===== src/hw/rtl/assert_macros.svh =====
// ----------------------------------------------------------------------------
// assert_macros.svh
// Shared assertion macros for the indexed shift list RTL.
// ----------------------------------------------------------------------------
`ifndef ASSERT_MACROS_SVH
`define ASSERT_MACROS_SVH

// Clocked on clk_i, quiet while rst_ni is low.
`define ISL_ASSERT(name, prop) \
  name: assert property (@(posedge clk_i) disable iff (!rst_ni) prop) \
    else $error("indexed_shift_list: assertion failed");

// Clocked on clk_i, also checked during reset.
`define ISL_ASSERT_ALWAYS(name, prop) \
  name: assert property (@(posedge clk_i) prop) \
    else $error("indexed_shift_list: assertion failed");

`endif


===== src/hw/rtl/isl_pkg.sv =====
// ----------------------------------------------------------------------------
// isl_pkg
// Types and constants shared by the indexed shift list modules.
// ----------------------------------------------------------------------------
`timescale 1ns / 1ps

package isl_pkg;

  localparam int unsigned DepthDef = 16;
  localparam int unsigned WidthDef = 32;

  localparam int unsigned FUNC_W = 3;
  localparam int unsigned LOC_W  = 5;
  localparam int unsigned ITEM_W = 32;
  localparam int unsigned STAT_W = 2;
  localparam int unsigned CNT_W  = 5;
  localparam int unsigned CAP_W  = 5;
  // cell position field, wide enough for the largest supported depth
  localparam int unsigned POS_W  = 8;

  localparam logic [CAP_W-1:0] CAP_RESET = 5'd16;

  typedef enum logic [FUNC_W-1:0] {
    FN_INS_FRONT = 3'd0,
    FN_INS_BACK  = 3'd1,
    FN_INS_AT    = 3'd2,
    FN_REM_FRONT = 3'd3,
    FN_REM_BACK  = 3'd4,
    FN_MODIFY_AT = 3'd5,
    FN_READ_AT   = 3'd6
  } func_e;

  typedef enum logic [STAT_W-1:0] {
    ST_OK    = 2'd0,
    ST_FULL  = 2'd1,
    ST_EMPTY = 2'd2,
    ST_BAD   = 2'd3
  } status_e;

  typedef enum logic [1:0] {
    CELL_HOLD,
    CELL_INSERT,
    CELL_SHIFT_DOWN,
    CELL_WRITE
  } cell_op_e;

  typedef struct packed {
    cell_op_e           op;
    logic [POS_W-1:0]   pos;
  } cell_ctrl_t;

endpackage


===== src/hw/rtl/isl_cell.sv =====
// ----------------------------------------------------------------------------
// isl_cell
// One list element: holds, takes its lower neighbor, its upper neighbor or
// the new item, as the broadcast control says.
// ----------------------------------------------------------------------------
`timescale 1ns / 1ps

module isl_cell import isl_pkg::*; #(
  parameter int unsigned WIDTH = WidthDef,
  parameter int unsigned Idx   = 0
) (
  input  logic             clk_i,
  input  cell_ctrl_t       ctrl_i,
  input  logic [WIDTH-1:0] prev_i,
  input  logic [WIDTH-1:0] next_i,
  input  logic [WIDTH-1:0] item_i,
  output logic [WIDTH-1:0] data_o
);

  localparam logic [POS_W-1:0] MyPos = POS_W'(Idx);

  logic [WIDTH-1:0] data_d, data_q;

  always_comb begin
    data_d = data_q;
    unique case (ctrl_i.op)
      CELL_INSERT: begin
        if (MyPos == ctrl_i.pos) begin
          data_d = item_i;
        end else if (MyPos > ctrl_i.pos) begin
          data_d = prev_i;
        end
      end
      CELL_SHIFT_DOWN: begin
        data_d = next_i;
      end
      CELL_WRITE: begin
        if (MyPos == ctrl_i.pos) begin
          data_d = item_i;
        end
      end
      CELL_HOLD: begin
        data_d = data_q;
      end
      default: begin
        data_d = data_q;
      end
    endcase
  end

  always_ff @(posedge clk_i) begin
    data_q <= data_d;
  end

  assign data_o = data_q;

endmodule


===== src/hw/rtl/isl_chain.sv =====
// ----------------------------------------------------------------------------
// isl_chain
// Row of DEPTH cells linked to their neighbors, with the indexed read select.
// ----------------------------------------------------------------------------
`timescale 1ns / 1ps

module isl_chain import isl_pkg::*; #(
  parameter int unsigned DEPTH = DepthDef,
  parameter int unsigned WIDTH = WidthDef
) (
  input  logic                     clk_i,
  input  cell_ctrl_t               ctrl_i,
  input  logic [WIDTH-1:0]         item_i,
  input  logic [$clog2(DEPTH)-1:0] rd_addr_i,
  output logic [WIDTH-1:0]         rd_data_o,
  output logic [WIDTH-1:0]         front_o
);

  logic [WIDTH-1:0] data [DEPTH];

  for (genvar g = 0; g < DEPTH; g++) begin : g_cell
    logic [WIDTH-1:0] prev, next;

    if (g == 0) begin : g_first
      assign prev = '0;
    end else begin : g_prev
      assign prev = data[g-1];
    end

    if (g == DEPTH - 1) begin : g_last
      assign next = '0;
    end else begin : g_next
      assign next = data[g+1];
    end

    isl_cell #(
      .WIDTH (WIDTH),
      .Idx   (g)
    ) u_cell (
      .clk_i  (clk_i),
      .ctrl_i (ctrl_i),
      .prev_i (prev),
      .next_i (next),
      .item_i (item_i),
      .data_o (data[g])
    );
  end

  assign rd_data_o = data[rd_addr_i];
  assign front_o   = data[0];

endmodule


===== src/hw/rtl/indexed_shift_list.sv =====
// ----------------------------------------------------------------------------
// indexed_shift_list
// Ordered list with insert/remove/modify/read by position, built as a row
// of shifting cells, with a registered result.
// ----------------------------------------------------------------------------
//  channel  direction  handshake               payload
//  in       input      in_valid_i / in_stall_o func_i, location_i, item_in_i
//  out      output     out_valid_o/ out_stall_i item_out_o, status_o, count_o
//  cfg      input      cfg_we_i                cfg_data_i (capacity)
//
// One request per cycle while in_stall_o is low: the cell row updates its
// elements and the result lands in the output register on the same edge.
// in_stall_o is high only while a result is held and out_stall_i is high.
// Reset empties the list (count 0) and sets capacity to 16; element
// contents are undefined until written.
// ----------------------------------------------------------------------------
`timescale 1ns / 1ps
`include "assert_macros.svh"

module indexed_shift_list import isl_pkg::*; #(
  parameter int unsigned DEPTH = DepthDef,
  parameter int unsigned WIDTH = WidthDef
) (
  input  logic              clk_i,
  input  logic              rst_ni,
  input  logic              cfg_we_i,
  input  logic [CAP_W-1:0]  cfg_data_i,
  input  logic              in_valid_i,
  output logic              in_stall_o,
  input  logic [FUNC_W-1:0] func_i,
  input  logic [LOC_W-1:0]  location_i,
  input  logic [ITEM_W-1:0] item_in_i,
  output logic              out_valid_o,
  input  logic              out_stall_i,
  output logic [ITEM_W-1:0] item_out_o,
  output logic [STAT_W-1:0] status_o,
  output logic [CNT_W-1:0]  count_o
);

  localparam int unsigned CntW  = $clog2(DEPTH + 1);
  localparam int unsigned CmpW  = (CntW > LOC_W) ? CntW : LOC_W;
  localparam int unsigned AddrW = $clog2(DEPTH);

  logic [CntW-1:0]   fill_d, fill_q;
  logic [CAP_W-1:0]  cap_q;
  logic              out_valid_q;
  logic [ITEM_W-1:0] item_out_q;
  status_e           status_d, status_q;
  logic [CNT_W-1:0]  count_q;

  logic              in_acc;
  logic [CmpW-1:0]   fill_c, loc_c, cap_c, cap_eff, rd_addr_c;
  logic              full;
  logic              take_front, take_rd;
  cell_ctrl_t        ctrl_c, cell_ctrl;
  logic [WIDTH-1:0]  rd_data, front, got;

  assign in_stall_o = out_valid_q & out_stall_i;
  assign in_acc     = in_valid_i & ~in_stall_o;

  always_comb begin
    fill_c = CmpW'(fill_q);
    loc_c  = CmpW'(location_i);
    cap_c  = CmpW'(cap_q);
    if (cap_c == '0) begin
      cap_eff = CmpW'(1);
    end else if (cap_c > CmpW'(DEPTH)) begin
      cap_eff = CmpW'(DEPTH);
    end else begin
      cap_eff = cap_c;
    end
    full = (fill_c >= cap_eff);
  end

  // request decode
  always_comb begin
    ctrl_c.op  = CELL_HOLD;
    ctrl_c.pos = '0;
    status_d   = ST_OK;
    fill_d     = fill_q;
    take_front = 1'b0;
    take_rd    = 1'b0;
    rd_addr_c  = loc_c;
    unique case (func_e'(func_i))
      FN_INS_FRONT, FN_INS_BACK, FN_INS_AT: begin
        if (full) begin
          status_d = ST_FULL;
        end else if (func_e'(func_i) == FN_INS_AT && loc_c > fill_c) begin
          status_d = ST_BAD;
        end else begin
          ctrl_c.op = CELL_INSERT;
          if (func_e'(func_i) == FN_INS_FRONT) begin
            ctrl_c.pos = '0;
          end else if (func_e'(func_i) == FN_INS_BACK) begin
            ctrl_c.pos = POS_W'(fill_c);
          end else begin
            ctrl_c.pos = POS_W'(loc_c);
          end
          fill_d = fill_q + CntW'(1);
        end
      end
      FN_REM_FRONT: begin
        if (fill_q == '0) begin
          status_d = ST_EMPTY;
        end else begin
          ctrl_c.op  = CELL_SHIFT_DOWN;
          take_front = 1'b1;
          fill_d     = fill_q - CntW'(1);
        end
      end
      FN_REM_BACK: begin
        rd_addr_c = fill_c - CmpW'(1);
        if (fill_q == '0) begin
          status_d = ST_EMPTY;
        end else begin
          take_rd = 1'b1;
          fill_d  = fill_q - CntW'(1);
        end
      end
      FN_MODIFY_AT: begin
        if (loc_c >= fill_c) begin
          status_d = ST_BAD;
        end else begin
          ctrl_c.op  = CELL_WRITE;
          ctrl_c.pos = POS_W'(loc_c);
        end
      end
      FN_READ_AT: begin
        if (loc_c >= fill_c) begin
          status_d = ST_BAD;
        end else begin
          take_rd = 1'b1;
        end
      end
      default: begin
        status_d = ST_OK;
      end
    endcase
  end

  always_comb begin
    cell_ctrl     = ctrl_c;
    cell_ctrl.op  = in_acc ? ctrl_c.op : CELL_HOLD;
    if (take_front) begin
      got = front;
    end else if (take_rd) begin
      got = rd_data;
    end else begin
      got = '0;
    end
  end

  isl_chain #(
    .DEPTH (DEPTH),
    .WIDTH (WIDTH)
  ) u_chain (
    .clk_i     (clk_i),
    .ctrl_i    (cell_ctrl),
    .item_i    (WIDTH'(item_in_i)),
    .rd_addr_i (rd_addr_c[AddrW-1:0]),
    .rd_data_o (rd_data),
    .front_o   (front)
  );

  always_ff @(posedge clk_i or negedge rst_ni) begin
    if (!rst_ni) begin
      fill_q      <= '0;
      cap_q       <= CAP_RESET;
      out_valid_q <= 1'b0;
    end else begin
      if (cfg_we_i) begin
        cap_q <= cfg_data_i;
      end
      if (in_acc) begin
        fill_q      <= fill_d;
        out_valid_q <= 1'b1;
      end else if (!out_stall_i) begin
        out_valid_q <= 1'b0;
      end
    end
  end

  always_ff @(posedge clk_i) begin
    if (in_acc) begin
      item_out_q <= ITEM_W'(got);
      status_q   <= status_d;
      count_q    <= CNT_W'(fill_d);
    end
  end

  assign out_valid_o = out_valid_q;
  assign item_out_o  = item_out_q;
  assign status_o    = status_q;
  assign count_o     = count_q;

  `ISL_ASSERT(a_fill_bound, fill_q <= CntW'(DEPTH))
  `ISL_ASSERT(a_acc_gives_result, in_acc |=> out_valid_q)
  `ISL_ASSERT(a_insert_grows, cell_ctrl.op == CELL_INSERT |=> fill_q == $past(fill_q) + CntW'(1))
  `ISL_ASSERT(a_shift_shrinks, cell_ctrl.op == CELL_SHIFT_DOWN |=> fill_q == $past(fill_q) - CntW'(1))
  `ISL_ASSERT(a_full_only_at_cap, (in_acc && status_d == ST_FULL) |-> (fill_c >= cap_eff))

endmodule


===== config.mk =====
export PLATFORM = sky130hd
export DESIGN_NAME = indexed_shift_list
export DESIGN_NICKNAME = d
export VERILOG_FILES = /design/src/hw/rtl/isl_pkg.sv /design/src/hw/rtl/isl_cell.sv /design/src/hw/rtl/isl_chain.sv /design/src/hw/rtl/indexed_shift_list.sv
export VERILOG_INCLUDE_DIRS = /design/src /design/src/hw/rtl
export SDC_FILE = /design/constraint.sdc
export NUM_CORES = 2
export LEC_CHECK = 0
export BUFFER_PORTS_ARGS = -buffer_cell sky130_fd_sc_hd__clkbuf_2
export CAP_MARGIN = 10
export CELL_PAD_IN_SITES_DETAIL_PLACEMENT = 0
export CELL_PAD_IN_SITES_GLOBAL_PLACEMENT = 1
export CORE_MARGIN = 2
export CORE_UTILIZATION = 52
export CTS_CLUSTER_DIAMETER = 50
export DETAILED_ROUTE_END_ITERATION = 8
export GPL_TIMING_DRIVEN = 0
export PLACE_DENSITY_LB_ADDON = 0.05
export SLEW_MARGIN = 20
export SYNTH_ARGS = -nofsm -noshare
export SYNTH_HDL_FRONTEND = slang
export SYNTH_HIERARCHICAL = 1
export SYNTH_SLANG_ARGS = --single-unit

===== constraint.sdc =====
create_clock -name clk_i -period 10.22 [get_ports clk_i]
set_clock_uncertainty 0.2 [all_clocks]
set_input_delay 0.511 -clock clk_i [delete_from_list [all_inputs] [get_ports clk_i]]
set_output_delay 0.511 -clock clk_i [all_outputs]
set_load 0.01 [all_outputs]

==> metrics <==
Area Growth Syn to Fin 13.7%; post-DR vias/cell 7.52; Total Power 7.58 mW; Clock Sinks 562; CTS Root Cell clkbuf_16; Worst EP arrival 5.96 ns; Placed Cells incl. Taps 5309; Tmin final 5.85 ns; DRC violations left 17; Post-Syn Area 42600 um2; Core Area 80800 um2; relative slew slack 14.0%; met2 WL 79.1 mm; ys flop type edfxtp_1; fin nets 4414; Avg Cell Area, Syn 10.6 um2; number of buffers on the longest clock path 3; die height 290 um; Mapped Cells 4011; clock latency on the worst-skew pair 0.68 ns; first-pass detailed-route iteration total 9; PortBufs 89; count of non-filler cells in the finished layout 5497; Setup-failing EPs final 0; number of synthesized flops with an enable pin 551; clk slew on worst S/H paths 0.06 ns; hold depth 2; Final Hold Fails 0; initial antenna violation count 19; DP Worst Slack 4.60 ns; Worst-Margin Slew 1.29 ns; Placed Area 45400 um2; CP required 10.33 ns; failing checks DRC; max cap viols 0; Post-Route M1 WL 78.7 mm; uppermost layer routed met5; sequential fraction of the synthesis area 39.5%; share of cells above drive strength 1 19.7%; number of DRC markers in iteration 0 9186; RePlAce Congestion 1.11; Finished Cell Area 48500 um2; worst hold start func_i[0]; final worst path period share 57.2%; vias in the first global route 36800; Final TNS setup 0 ns; row cnt 104; Initial Util 52.7%; RSZ-0062 raised after global routing no; Lkg Pwr 15.9 nW; Yosys reg bits 562; slack of the critical path 4.37 ns; Die W 290 um; R2R depth 13; Worst setup EP type register; Power Density 156 nW/um2; Congestion Overflow GR 0; total track usage 48.4%; largest net degree at the start of global routing 33; setup bufs post-CTS 0; io pins 91; Worst Hold Class in -> reg; reg2reg start fill_c[0]; Die Footprint 84300 um2; post-detail-place hpwl 149 mm; Worst VDD drop 0.145 mV; antenna-violating nets left 0; fin. max-slew vios 0; first-pass GRT wire length 288 mm; via count 41300; Max Clock Freq 0.171 GHz; H-tree depth 3; ys async rst share 1.96%; critical path fanouts, max 32; Routed WL 211 mm; startpoint types register; CTS tree done; synth unique cells 73; WL per Instance 38.4 um; status finished with violations; fillers 6935; DR WL met3 39.8 mm; Setup crit start fill_c[0]; critical path type reg -> reg; CTS Buf Count 87; Yosys warnings 6
==> path summary, 6_finish.rpt <==
| kind | slack, ns | endpoint |
|---|---|---|
| worst max-delay path | 4.37 | u_chain/g_cell[4].u_cell/data_o[10] |
| worst min-delay path | 0.03 | status_o[0] |
| worst max register to register | 4.37 | u_chain/g_cell[4].u_cell/data_o[10] |
| worst min register to register | 0.46 | u_chain/g_cell[14].u_cell/data_o[31] |
| max in group asynchronous | 9.47 | cap_c[4] |
| min in group asynchronous | 0.06 | fill_c[4] |
==> where the power goes <==
group	internal (mW)	switching [mW]	total, mW	leakage, nW
sequential	2.69	0.197	2.89	5.17
combinational	0.570	1.08	1.65	9.38
clock	1.75	1.29	3.04	1.39
==> critical path, stage by stage, from the launching register on <==
cell      delay, ns
dfrtp_1        0.55
inv_1          0.16
ha_1           0.32
nor3b_1        0.20
o21ai_0        0.27
a21o_1         0.28
nor4_1         0.77
a22o_2         0.71
buf_12         0.29
or3b_1         0.14
clkbuf_1       0.42
clkbuf_1       0.41
o21ai_0        0.17
a31o_2         0.56
==> synth_stat cells (15+ instances only) <==
cell,instances,area (um2)
edfxtp_1,551,16500
a22oi_1,544,4080
nor2b_1,402,2510
nand2b_1,386,2410
o21ai_1,355,1780
clkbuf_1,353,1330
o211ai_2,330,4130
nand2_1,182,683
o211ai_1,151,1130
mux4_2,128,2880
buf_6,66,743
o311ai_0,66,578
o21ai_0,47,235
a22o_1,37,324
o221ai_1,35,307
mux2i_1,34,340
nand4_1,34,213
buf_2,32,160
o311ai_1,31,272
and2_1,17,106
buf_4,15,113
==> through the flow <==
step | util, % | hold WS, ns
6_report | 60.0 | 0.0290
5_1_grt | 59.9 | 0.0147
3_5_place_dp | 56.2 | 0.212
4_1_cts | 59.9 | 0.00138
3_3_place_gp | 55.6 | 0.211
2_1_floorplan | - | 0.0154
==> per-layer routing <==
| layer | vias to the layer above | GRT usage (%) |
|---|---|---|
| met5 | - | 0 |
| met4 | 20 | 24.4 |
| met3 | 674 | 22.4 |
| met2 | 4291 | 61.4 |
| met1 | 19900 | 67.9 |
| li1 | 16400 | - |
==> cell type report <==
| class | count | area (um2) | share of cell area (%) |
|---|---|---|---|
| well taps | 1060 | 1330 | 2.74 |
| repair buffers | 120 | 1020 | 2.10 |
| multi-input cells | 3083 | 23900 | 49.3 |
| clock inverters | 70 | 721 | 1.49 |
| clock buffers | 91 | 2190 | 4.52 |
| diodes | 13 | 32.5 | 0.0671 |
| plain buffers | 478 | 2390 | 4.92 |
| inverters | 20 | 75.1 | 0.155 |
| flip-flops and latches | 562 | 16800 | 34.7 |
==> cells by family after synthesis <==
group           count (synthesis)  share of synthesized area (%)
compound gates               1654                           31.2
other cells                     2                         0.0176
fa+ha+maj                      12                          0.352
mux                           166                           7.67
simple gates                 1112                           15.4
buf+inv                       498                           5.77
xor+xnor                        5                          0.103
flops                         562                           39.5
==> registers in the layout, indices dropped and copies added (netlist names) <==
register                      flops
cap_c                             5
u_chain/g_cell.u_cell/data_o    512
out_valid_o                       1
status_o                          2
count_o                           5
fill_c                            5
item_out_o                       32
==> placed cells by master (no fill, tap or decap), types with 14 or more instances in the layout <==
cell type and n:
edfxtp_1 551, buf_4 15, buf_6 69, mux4_2 128
o221ai_1 35, clkbuf_4 30, and2_1 17, clkbuf_16 87
clkbuf_2 58, nor2b_1 402, clkbuf_1 357, a22o_1 32
dlygate4sd3_1 14, o21ai_1 355, o311ai_0 66, nand2_1 182
mux2i_1 34, buf_2 33, o311ai_1 31, nand4_1 34
o211ai_2 330, a22oi_1 544, nor2_1 14, conb_1 134
nand2b_1 386, clkinv_1 17, o21ai_0 46, o211ai_1 151
==> repair_timing <==
| action | in CTS | in global routing |
|---|---|---|
| hold buffers | 14 | 0 |
| resized for setup | 0 | 0 |
| endpoints found under the hold margin | 17 | 0 |
Note: power is estimated with default switching activity, not from simulation.
